<file path="config.mk">
export PLATFORM = sky130hd
export DESIGN_NAME = gossip_membership_table
export DESIGN_NICKNAME = d
export VERILOG_FILES = /design/src/rtl/gmt_pkg.sv /design/src/rtl/gmt_cell.sv /design/src/rtl/gossip_membership_table.sv
export SDC_FILE = /design/constraint.sdc
export NUM_CORES = 2
export LEC_CHECK = 0
export BUFFER_PORTS_ARGS = -buffer_cell sky130_fd_sc_hd__buf_2
export CAP_MARGIN = 25
export CORE_AREA = 2 2 426 428
export CTS_CLUSTER_SIZE = 25
export DETAILED_ROUTE_END_ITERATION = 7
export DIE_AREA = 0 0 428 430
export HOLD_SLACK_MARGIN = 0.02
export MAX_ROUTING_LAYER = met4
export PLACE_DENSITY_LB_ADDON = 0.25
export SLEW_MARGIN = 0
export SYNTH_ARGS = -nofsm -noshare
export SYNTH_HDL_FRONTEND = slang
export SYNTH_HIERARCHICAL = 1
export SYNTH_SLANG_ARGS = --single-unit
export TNS_END_PERCENT = 30
</file>
<file path="constraint.sdc">
create_clock -name clk -period 117.9 [get_ports clk]
set_clock_uncertainty 0.1 [all_clocks]
set_input_delay 11.79 -clock clk [delete_from_list [all_inputs] [get_ports clk]]
set_output_delay 11.79 -clock clk [all_outputs]
set_load 0.01 [all_outputs]
</file>
<file path="src/rtl/gmt_pkg.sv">
package gmt_pkg;

    localparam int MAX_RESULTS = 32;

    localparam logic [1:0] MODE_TICK   = 2'd0;
    localparam logic [1:0] MODE_REPORT = 2'd1;
    localparam logic [1:0] MODE_JOIN   = 2'd2;
    localparam logic [1:0] MODE_UNUSED = 2'd3;

    localparam logic [2:0] EV_REMOVED = 3'd0;
    localparam logic [2:0] EV_GOSSIP  = 3'd1;
    localparam logic [2:0] EV_REPLY   = 3'd2;
    localparam logic [2:0] EV_ADDED   = 3'd3;
    localparam logic [2:0] EV_FULL    = 3'd4;

    localparam logic [1:0] CFG_OWN_ID          = 2'd0;
    localparam logic [1:0] CFG_OWN_PORT        = 2'd1;
    localparam logic [1:0] CFG_FAIL_TIMEOUT    = 2'd2;
    localparam logic [1:0] CFG_CLEANUP_TIMEOUT = 2'd3;

    typedef struct packed {
        logic        valid;
        logic [15:0] id;
        logic [15:0] port;
        logic [31:0] hb;
        logic [31:0] tm;
    } entry_t;

    typedef struct packed {
        logic [2:0]  ev;
        logic [15:0] id;
        logic [15:0] port;
        logic [31:0] hb;
        logic [31:0] tm;
    } result_t;

endpackage

</file>
<file path="src/rtl/gmt_cell.sv">
module gmt_cell (
    input  logic            clk,
    input  logic            rst_n,
    input  logic            shift,
    input  gmt_pkg::entry_t d,
    output gmt_pkg::entry_t q
);
    import gmt_pkg::*;

    logic        valid_reg;
    logic [15:0] id_reg;
    logic [15:0] port_reg;
    logic [31:0] hb_reg;
    logic [31:0] tm_reg;

    always_ff @(posedge clk or negedge rst_n)
    begin
        if (!rst_n)
        begin
            valid_reg <= 1'b0;
        end
        else if (shift)
        begin
            valid_reg <= d.valid;
        end
    end

    // payload follows the valid bit, no reset needed
    always_ff @(posedge clk)
    begin
        if (shift)
        begin
            id_reg   <= d.id;
            port_reg <= d.port;
            hb_reg   <= d.hb;
            tm_reg   <= d.tm;
        end
    end

    assign q = '{valid: valid_reg, id: id_reg, port: port_reg, hb: hb_reg, tm: tm_reg};

endmodule

</file>
<file path="src/rtl/gossip_membership_table.sv">
// channel | signals                                          | direction
// in      | in_valid, in_ready, mode, member_id, member_port,| into block
//         | heartbeat                                        |
// out     | out_valid, out_ready, event_res, peer_id,        | out of block
//         | peer_port, peer_heartbeat, peer_time, last       |
// cfg     | cfg_valid, cfg_ready, cfg_index, cfg_data        | into block
//
// The table is a ring of TABLE_DEPTH cells that rotates one entry per cycle past
// the head cell unless stalled. A report or join makes a scan and an apply pass,
// a tick also an emit pass, then the finish state; each pass is one full turn
// of the ring. Reset empties the table and clears time and own heartbeat.
// The ring holds while the output register is full and not taken.
module gossip_membership_table #(
    parameter int TABLE_DEPTH = 16
) (
    input  logic        clk,
    input  logic        rst_n,
    input  logic        in_valid,
    output logic        in_ready,
    input  logic [1:0]  mode,
    input  logic [15:0] member_id,
    input  logic [15:0] member_port,
    input  logic [31:0] heartbeat,
    output logic        out_valid,
    input  logic        out_ready,
    output logic [2:0]  event_res,
    output logic [15:0] peer_id,
    output logic [15:0] peer_port,
    output logic [31:0] peer_heartbeat,
    output logic [31:0] peer_time,
    output logic        last,
    input  logic        cfg_valid,
    output logic        cfg_ready,
    input  logic [1:0]  cfg_index,
    input  logic [15:0] cfg_data
);
    import gmt_pkg::*;

    localparam int IDX_W = (TABLE_DEPTH > 1) ? $clog2(TABLE_DEPTH) : 1;
    localparam int CNT_W = $clog2(MAX_RESULTS + 1);

    typedef enum logic [2:0] {
        ST_IDLE,
        ST_SCAN,
        ST_APPLY,
        ST_EMIT,
        ST_FINISH
    } state_t;

    state_t      state_reg;
    logic [1:0]  mode_reg;
    logic [IDX_W-1:0] idx_reg;
    logic [CNT_W-1:0] cnt_reg;
    logic        match_found_reg;
    logic [IDX_W-1:0] match_idx_reg;
    logic        free_found_reg;
    logic [IDX_W-1:0] free_idx_reg;
    logic [15:0] key_id_reg;
    logic [15:0] key_port_reg;
    logic [31:0] key_hb_reg;
    logic [31:0] time_reg;
    logic [31:0] own_hb_reg;
    logic [15:0] own_id_reg;
    logic [15:0] own_port_reg;
    logic [15:0] fail_to_reg;
    logic [15:0] cleanup_to_reg;
    logic        pend_valid_reg;
    result_t     pend_reg;
    logic        out_valid_reg;
    result_t     out_reg;
    logic        out_last_reg;

    entry_t cell_q [TABLE_DEPTH];
    entry_t tail_d;
    entry_t head;
    entry_t mod;
    logic   out_free;
    logic   step;
    logic   idx_last;
    logic   hit_match;
    logic   hit_free;
    logic   gen;
    logic   out_load;
    result_t gen_res;
    logic [31:0] age;
    logic [31:0] hb_inc;

    assign out_free = !out_valid_reg || out_ready;
    assign step = out_free &&
                  (state_reg == ST_SCAN || state_reg == ST_APPLY || state_reg == ST_EMIT);
    assign idx_last = (idx_reg == IDX_W'(TABLE_DEPTH - 1));
    assign head = cell_q[0];
    assign hb_inc = (own_hb_reg == 32'hFFFF_FFFF) ? own_hb_reg : own_hb_reg + 32'd1;
    assign out_load = pend_valid_reg &&
                      ((step && gen && cnt_reg < CNT_W'(MAX_RESULTS)) ||
                       (state_reg == ST_FINISH && out_free));

    for (genvar k = 0; k < TABLE_DEPTH; k++)
    begin : g_ring
        entry_t d_k;
        if (k == TABLE_DEPTH - 1)
        begin : g_tail
            assign d_k = tail_d;
        end
        else
        begin : g_mid
            assign d_k = cell_q[k + 1];
        end
        gmt_cell u_cell (
            .clk  (clk),
            .rst_n(rst_n),
            .shift(step),
            .d    (d_k),
            .q    (cell_q[k])
        );
    end

    always_comb
    begin
        mod       = head;
        gen       = 1'b0;
        gen_res   = '0;
        hit_match = head.valid && head.id == key_id_reg && head.port == key_port_reg;
        hit_free  = !head.valid;
        age       = '0;
        case (state_reg)
            ST_SCAN:
            begin
                if (idx_last && !(match_found_reg || hit_match))
                begin
                    gen         = 1'b1;
                    gen_res.ev  = (free_found_reg || hit_free) ? EV_ADDED : EV_FULL;
                    gen_res.id  = key_id_reg;
                    gen_res.port = key_port_reg;
                    gen_res.hb  = key_hb_reg;
                    gen_res.tm  = time_reg;
                end
            end
            ST_APPLY:
            begin
                if (match_found_reg && idx_reg == match_idx_reg &&
                    (mode_reg == MODE_TICK || head.hb < key_hb_reg))
                begin
                    mod.hb = key_hb_reg;
                    mod.tm = time_reg;
                end
                if (!match_found_reg && free_found_reg && idx_reg == free_idx_reg)
                begin
                    mod = '{valid: 1'b1, id: key_id_reg, port: key_port_reg,
                            hb: key_hb_reg, tm: time_reg};
                end
                age = time_reg - mod.tm;
                if (mode_reg == MODE_TICK)
                begin
                    if (mod.valid && age >= {16'd0, cleanup_to_reg})
                    begin
                        gen = 1'b1;
                        gen_res = '{ev: EV_REMOVED, id: mod.id, port: mod.port,
                                    hb: mod.hb, tm: mod.tm};
                        mod.valid = 1'b0;
                    end
                end
                else if (mode_reg == MODE_JOIN && mod.valid)
                begin
                    gen = 1'b1;
                    gen_res = '{ev: EV_REPLY, id: mod.id, port: mod.port,
                                hb: mod.hb, tm: mod.tm};
                end
            end
            ST_EMIT:
            begin
                age = time_reg - head.tm;
                if (head.valid && age < {16'd0, fail_to_reg})
                begin
                    gen = 1'b1;
                    gen_res = '{ev: EV_GOSSIP, id: head.id, port: head.port,
                                hb: head.hb, tm: head.tm};
                end
            end
            default:
            begin
                gen = 1'b0;
            end
        endcase
        tail_d = mod;
    end

    always_ff @(posedge clk or negedge rst_n)
    begin
        if (!rst_n)
        begin
            state_reg       <= ST_IDLE;
            mode_reg        <= MODE_TICK;
            idx_reg         <= '0;
            cnt_reg         <= '0;
            match_found_reg <= 1'b0;
            match_idx_reg   <= '0;
            free_found_reg  <= 1'b0;
            free_idx_reg    <= '0;
            key_id_reg      <= '0;
            key_port_reg    <= '0;
            key_hb_reg      <= '0;
            time_reg        <= '0;
            own_hb_reg      <= '0;
            own_id_reg      <= 16'd1;
            own_port_reg    <= 16'd0;
            fail_to_reg     <= 16'd5;
            cleanup_to_reg  <= 16'd20;
            pend_valid_reg  <= 1'b0;
            pend_reg        <= '0;
            out_valid_reg   <= 1'b0;
            out_reg         <= '0;
            out_last_reg    <= 1'b0;
        end
        else
        begin
            if (cfg_valid)
            begin
                case (cfg_index)
                    CFG_OWN_ID:          own_id_reg     <= cfg_data;
                    CFG_OWN_PORT:        own_port_reg   <= cfg_data;
                    CFG_FAIL_TIMEOUT:    fail_to_reg    <= cfg_data;
                    CFG_CLEANUP_TIMEOUT: cleanup_to_reg <= cfg_data;
                    default:             own_id_reg     <= own_id_reg;
                endcase
            end

            if (out_load)
            begin
                out_valid_reg <= 1'b1;
            end
            else if (out_valid_reg && out_ready)
            begin
                out_valid_reg <= 1'b0;
            end

            // hold the newest result back so the final one can carry last
            if (step && gen && cnt_reg < CNT_W'(MAX_RESULTS))
            begin
                cnt_reg <= cnt_reg + CNT_W'(1);
                if (pend_valid_reg)
                begin
                    out_reg       <= pend_reg;
                    out_last_reg  <= 1'b0;
                end
                pend_reg       <= gen_res;
                pend_valid_reg <= 1'b1;
            end

            if (step)
            begin
                idx_reg <= idx_last ? '0 : idx_reg + IDX_W'(1);
            end

            case (state_reg)
                ST_IDLE:
                begin
                    if (in_valid)
                    begin
                        mode_reg        <= mode;
                        idx_reg         <= '0;
                        cnt_reg         <= '0;
                        match_found_reg <= 1'b0;
                        free_found_reg  <= 1'b0;
                        case (mode)
                            MODE_TICK:
                            begin
                                time_reg     <= time_reg + 32'd1;
                                own_hb_reg   <= hb_inc;
                                key_id_reg   <= own_id_reg;
                                key_port_reg <= own_port_reg;
                                key_hb_reg   <= hb_inc;
                                state_reg    <= ST_SCAN;
                            end
                            MODE_REPORT, MODE_JOIN:
                            begin
                                key_id_reg   <= member_id;
                                key_port_reg <= member_port;
                                key_hb_reg   <= heartbeat;
                                state_reg    <= ST_SCAN;
                            end
                            default:
                            begin
                                state_reg <= ST_IDLE;
                            end
                        endcase
                    end
                end
                ST_SCAN:
                begin
                    if (step)
                    begin
                        if (hit_match && !match_found_reg)
                        begin
                            match_found_reg <= 1'b1;
                            match_idx_reg   <= idx_reg;
                        end
                        if (hit_free && !free_found_reg)
                        begin
                            free_found_reg <= 1'b1;
                            free_idx_reg   <= idx_reg;
                        end
                        if (idx_last)
                        begin
                            state_reg <= ST_APPLY;
                        end
                    end
                end
                ST_APPLY:
                begin
                    if (step && idx_last)
                    begin
                        state_reg <= (mode_reg == MODE_TICK) ? ST_EMIT : ST_FINISH;
                    end
                end
                ST_EMIT:
                begin
                    if (step && idx_last)
                    begin
                        state_reg <= ST_FINISH;
                    end
                end
                ST_FINISH:
                begin
                    if (out_free)
                    begin
                        if (pend_valid_reg)
                        begin
                            out_reg        <= pend_reg;
                            out_last_reg   <= 1'b1;
                            pend_valid_reg <= 1'b0;
                        end
                        state_reg <= ST_IDLE;
                    end
                end
                default:
                begin
                    state_reg <= ST_IDLE;
                end
            endcase
        end
    end

    assign in_ready       = (state_reg == ST_IDLE);
    assign cfg_ready      = 1'b1;
    assign out_valid      = out_valid_reg;
    assign event_res      = out_reg.ev;
    assign peer_id        = out_reg.id;
    assign peer_port      = out_reg.port;
    assign peer_heartbeat = out_reg.hb;
    assign peer_time      = out_reg.tm;
    assign last           = out_last_reg;

endmodule
</file>
=== Word-level counts from Yosys, hierarchy flattened ===
Index checks and enable logic that the tools add are counted.

* Add/sub/neg operators: 6
* Magnitude comparators: 4
* Equal/unequal tests: 24
* Multiplexer cells: 62
* Reduce and logical (&&, ||, !) cells: 52

{| class="wikitable"
|+ Operators with widths
! kind !! number
|-
| 99-bit two-way mux || 7
|-
| 97-bit two-way mux || 4
|-
| 99-bit case mux with 3 select lines || 1
|-
| 98-bit two-way mux || 1
|-
| 96-bit two-way mux || 1
|-
| 32-bit by 1-bit adder with 32-bit output (second input constant) || 2
|-
| 64-bit two-way mux || 1
|-
| 16-bit case mux with 2 select lines || 2
|-
| 32-bit case mux with 2 select lines || 1
|-
| 32-bit subtractor || 2
|-
| 16-bit equality test || 2
|-
| 32-bit equality test (second input constant) || 1
|-
| 32-bit by 16-bit >= comparator with 1-bit output || 1
|-
| 32-bit by 16-bit less-than comparator with 1-bit output || 1
|-
| 32-bit less-than comparator || 1
|-
| 32-bit two-way mux || 1
|-
| 1-bit two-way mux || 24
|-
| 3-bit two-way mux || 8
|-
| 1-bit logical AND || 19
|-
| 6-bit two-way mux || 3
|-
| 4-bit two-way mux || 4
|-
| 3-bit case mux with 5 select lines || 1
|-
| 3-bit AND reduction || 4
|-
| 2-bit AND reduction || 5
|-
| 23 further kinds || 51
|}

* Register bits after elaboration: 1970
* Output and inout bits: 103

=== Depth between registers and ports, before layout ===
* Depth in word-level cells: 18
* Mapped depth: 38

=== Modules after synthesis ===
Netlist, hierarchy kept.

{| class="wikitable"
|+ By module, submodules not included
! module !! instances !! cells an instance !! area an instance (µm²) !! seq. area each (µm²)
|-
| gmt_cell || 16 || 99 || 2930.3 || 2907.8
|-
| gossip_membership_table || 1 || 3045 || 28209.6 || 10466.3
|}

=== Worst setup path before layout ===
OpenSTA, ideal clock, no wires.

* Kind: input -> register
* Start: input port out_ready
* End: register g_ring[0].u_cell.valid_reg
* Setup time: 0.314 ns
* Data arrival time: 127.888 ns
* Data required time: 117.486 ns
* Path slack: -10.402 ns
* Cell stages on the path: 4
* Buffers on the path: 1
* Cells stage by stage: nor2b_1 clkbuf_1 nor3_1 mux2_4

* Cells in the longest elaborated chain, start to end: 2

{| class="wikitable"
|+ RTL lines
! element !! RTL line !! RTL
|-
| start, declared || gossip_membership_table.sv:25 || <nowiki>input logic out_ready,</nowiki>
|-
| 1-bit logical OR || gossip_membership_table.sv:88 || <nowiki>assign out_free = !out_valid_reg || out_ready;</nowiki>
|-
| 1-bit logical AND || gossip_membership_table.sv:89 || <nowiki>assign step = out_free &&</nowiki>
|-
| net step || gossip_membership_table.sv:78 || <nowiki>logic step;</nowiki>
|-
| end signal, assigned || gmt_cell.sv:24 || <nowiki>valid_reg <= d.valid;</nowiki>
|-
| end, declared || gmt_cell.sv:10 || <nowiki>logic valid_reg;</nowiki>
|}

The timed path passes the listed nets, and every way through them passes these cells.
A chain may end at the register's enable or synchronous reset.

=== Worst setup path after layout ===
* Start: input port out_ready
* End: register g_ring[14].u_cell.port_reg[5], enable pin

* Cells in the longest elaborated chain, start to end: 2

{| class="wikitable"
|+ RTL lines
! element !! RTL line !! RTL
|-
| 1-bit logical OR || gossip_membership_table.sv:88 ||
|-
| 1-bit logical AND || gossip_membership_table.sv:89 ||
|-
| net step || gossip_membership_table.sv:78 ||
|-
| end signal, assigned || gmt_cell.sv:34 || <nowiki>port_reg <= d.port;</nowiki>
|-
| end, declared || gmt_cell.sv:12 || <nowiki>logic [15:0] port_reg;</nowiki>
|}

The timed path passes the listed nets, and every way through them passes these cells.

==> results.py <==
metrics = {
    "power": {
        "pwr-share-comb_pct": 19.9,
        "p_int_mw": 1.74,
        "clock_power_share_pct": 25.4,
        "p_switching_mw": 0.751,
        "swShare_pct": 30.1,
        "seqPwrFrac_pct": 54.7,
        "p_per_area_nw_per_um2": 29.2,
        "leakagePower_nw": 31.1,
        "vdd_ir_drop_max_mv": 0.0263,
        "power_mw": 2.49,
    },
    "logic_synthesis": {
        "ys_seq_area_share_pct": 75.9,
        "synth_xor_area_share_pct": 1.90,
        "synth_top_family_by_area": "compound AO/OA/AOI/OAI gates",
        "synth_edf_count": 1536,
        "synthAdderAreaFrac_pct": 2.11,
        "ys_types": 90,
        "synth.ff_latch_count": 1970,
        "synthSimpleGateAreaFrac_pct": 4.94,
        "avgSynthCellArea_um2": 16.2,
        "syn-instance-count": 4629,
        "muxShareOfSynthArea_pct": 4.41,
        "async_flop_share_pct": 22.0,
        "synth-compound-area-share_pct": 8.64,
        "synth_flop_cell": "edfxtp_1",
        "yosysWarnings": 6,
        "syn_nets": 4839,
        "syn_area_um2": 75100,
    },
    "clocking": {
        "clk_latency_ns": 0.84,
        "cts_setup_buffers": 0,
        "clkTransAtPathRegs_ns": 0.06,
        "cts-hold-fix-buffers": 0,
        "cts_resized": 0,
        "htreeDepth": 4,
        "cts_tree": "built",
        "numCtsBuffers": 198,
        "clock_path_buffers": 3,
        "cts.sinks": 1970,
        "ctsRootBufferMaster": "clkbuf_16",
    },
    "floorplanning": {
        "io_pins": 192,
        "placementRows": 156,
        "initial_core_util_pct": 41.8,
        "dieArea_um2": 184000,
        "die_width_um": 428,
        "coreArea_um2": 180000,
        "die_h_um": 430,
    },
    "critical_path": {
        "worstSetupEndpointType": "flip-flop",
        "required_ns": 118.29,
        "startpoint_type": "input port",
        "path_class": "input port to flip-flop",
        "crit_fanout": 173,
        "critPathArrivalTime_ns": 17.12,
    },
    "timing": {
        "slew_violations": 0,
        "finalSetupTns_ns": 0,
        "rsz0062_at_grt": "no",
        "min_period_over_period_pct": 14.2,
        "hold_viol": 0,
        "tightest_slew_ns": 1.17,
        "max_freq_mhz": 59.7,
        "timing.final.crit_period_ns": 16.74,
        "setup-violations-final": 0,
        "maxSlewHeadroom_pct": 21.9,
        "setup_slack_ns": 101.16,
    },
    "worst_hold_path": {
        "hp-class": "flip-flop to flip-flop",
    },
    "global_routing": {
        "track_usage_pct": 17.9,
        "grt_pass1_wl_mm": 243,
        "grt_max_degree": 201,
        "grt_pass1_vias": 38482,
        "grt.overflow.total": 0,
        "antenna_found_initial": 5,
    },
    "layout": {
        "layout_commonest_cell": "edfxtp_1",
        "finalInstanceArea_um2": 85500,
        "mostFrequentLayoutCells": "edfxtp_1 (1,536), dfrtp_1 (428), nand2_1 (344)",
        "nNetsFinal": 5060,
        "drive_gt1_share_pct": 17.0,
        "syn2layout_area_growth_pct": 13.8,
    },
    "routing": {
        "antenna_left": 0,
        "vias": 39853,
        "viasPerCell": 5.39,
        "drt_iter0_markers": 3767,
        "drc": 0,
        "wl_per_cell_um": 21.9,
        "drtPass1Iterations": 6,
        "drt_wl_total_mm": 162,
    },
    "status": {
        "outcome": "complete, no violations",
    },
    "run": {
        "max_cap_violations": 0,
    },
    "placed_design": {
        "pre_cts_ws_ns": 99.65,
        "numPortBuffers": 190,
        "place_area_um2": 78600,
        "dp_hpwl_mm": 104,
        "place.gp.congestion": 0.897,
    },
}
==> metal layers <==
metal  part of all wire, %  GRT usage, %
met5                     0             -
met2                    46          26.2
met4                   4.2          7.41
met1                    46          25.0
met3                   4.1          2.72
==> power groups by stage <==
stage	Sequential, mW	Combinational, mW	Clock (mW)
final	1.36	0.496	0.635
after global routing	1.40	0.550	0.681
after CTS	1.37	0.495	0.654
after detailed placement	1.38	0.493	0
after global placement	1.37	0.482	0
after floorplan	1.98	0.364	0
==> area by class of cell <==
cell class	instances	area [µm²]
diodes	1	2.50
clock buffers	254	5280
clock inverters	122	1430
fillers	15179	94300
inverters	144	542
multi-input cells	2284	16600
flip-flops and latches	1970	57000
well taps	2370	2970
repair buffers	252	1640
==> worst paths after layout <==
kind,to,slack [ns],depth (start not counted),startpoint
worst min-delay path,g_ring[3].u_cell/id_reg[10]$_DFFE_PP_,0.28,0,g_ring[4].u_cell/id_reg[10]$_DFFE_PP_
worst min register to register,g_ring[3].u_cell/id_reg[10]$_DFFE_PP_,0.28,0,g_ring[4].u_cell/id_reg[10]$_DFFE_PP_
min in group asynchronous,pend_reg[62]$_DFFE_PN0P_,10.85,1,rst_n
max in group asynchronous,pend_valid_reg$_DFF_PN0_,104.45,3,rst_n
worst max-delay path,g_ring[14].u_cell/port_reg[5]$_DFFE_PP_,101.16,11,out_ready
worst max register to register,pend_reg[61]$_DFFE_PN0P_,106.70,32,key_hb_reg[17]$_DFFE_PN0P_
==> synth_stat cells (all sizes together) (22+ instances only) <==
| cell | number | share of area, % |
|---|---|---|
| a2bb2oi | 100 | 1.2 |
| a21o | 22 | 0.22 |
| a32o | 96 | 1.3 |
| nor2 | 145 | 0.72 |
| o211ai | 206 | 2.1 |
| nand2b | 22 | 0.18 |
| nand3 | 58 | 0.39 |
| mux2i | 46 | 0.61 |
| dfrtp | 429 | 14 |
| o21ai | 176 | 1.2 |
| clkbuf | 162 | 0.81 |
| nor2b | 27 | 0.22 |
| ha | 120 | 2.0 |
| xor2 | 56 | 0.65 |
| xnor2 | 107 | 1.2 |
| mux2 | 248 | 3.8 |
| nand4 | 48 | 0.40 |
| inv | 144 | 0.72 |
| nand2 | 346 | 1.7 |
| a21oi | 149 | 1.0 |
| nor3 | 45 | 0.30 |
| edfxtp | 1536 | 61 |
| buf | 69 | 0.58 |
| a31oi | 23 | 0.19 |
==> per-stage QoR <==
| stage | cells | utilization (%) | hold WS [ns] |
|---|---|---|---|
| 2_1_floorplan | 4629 | - | 0.300 |
| 4_1_cts | 7389 | 47.5 | 0.277 |
| 6_report | 7397 | 47.6 | 0.279 |
| 3_3_place_gp | 7008 | 43.7 | 0.300 |
| 5_1_grt | 7396 | 47.6 | 0.279 |
| 3_5_place_dp | 7013 | 43.7 | 0.305 |
==> kinds of logic after synthesis <==
family	Yosys count
flops	1970
compound gates	909
simple gates	790
buf+inv	375
mux	294
xor+xnor	163
fa+ha+maj	127
other cells	1
==> worst max-delay path, stage by stage <==
cell and delay, ns:
buf_2 0.13, nor2b_1 0.13, nor3_4 0.29, buf_12 0.69
buf_4 0.35, buf_16 0.31, buf_4 0.78, buf_4 0.89
buf_4 0.76, buf_4 0.51, buf_16 0.31
(Power assumes the default switching activity.)
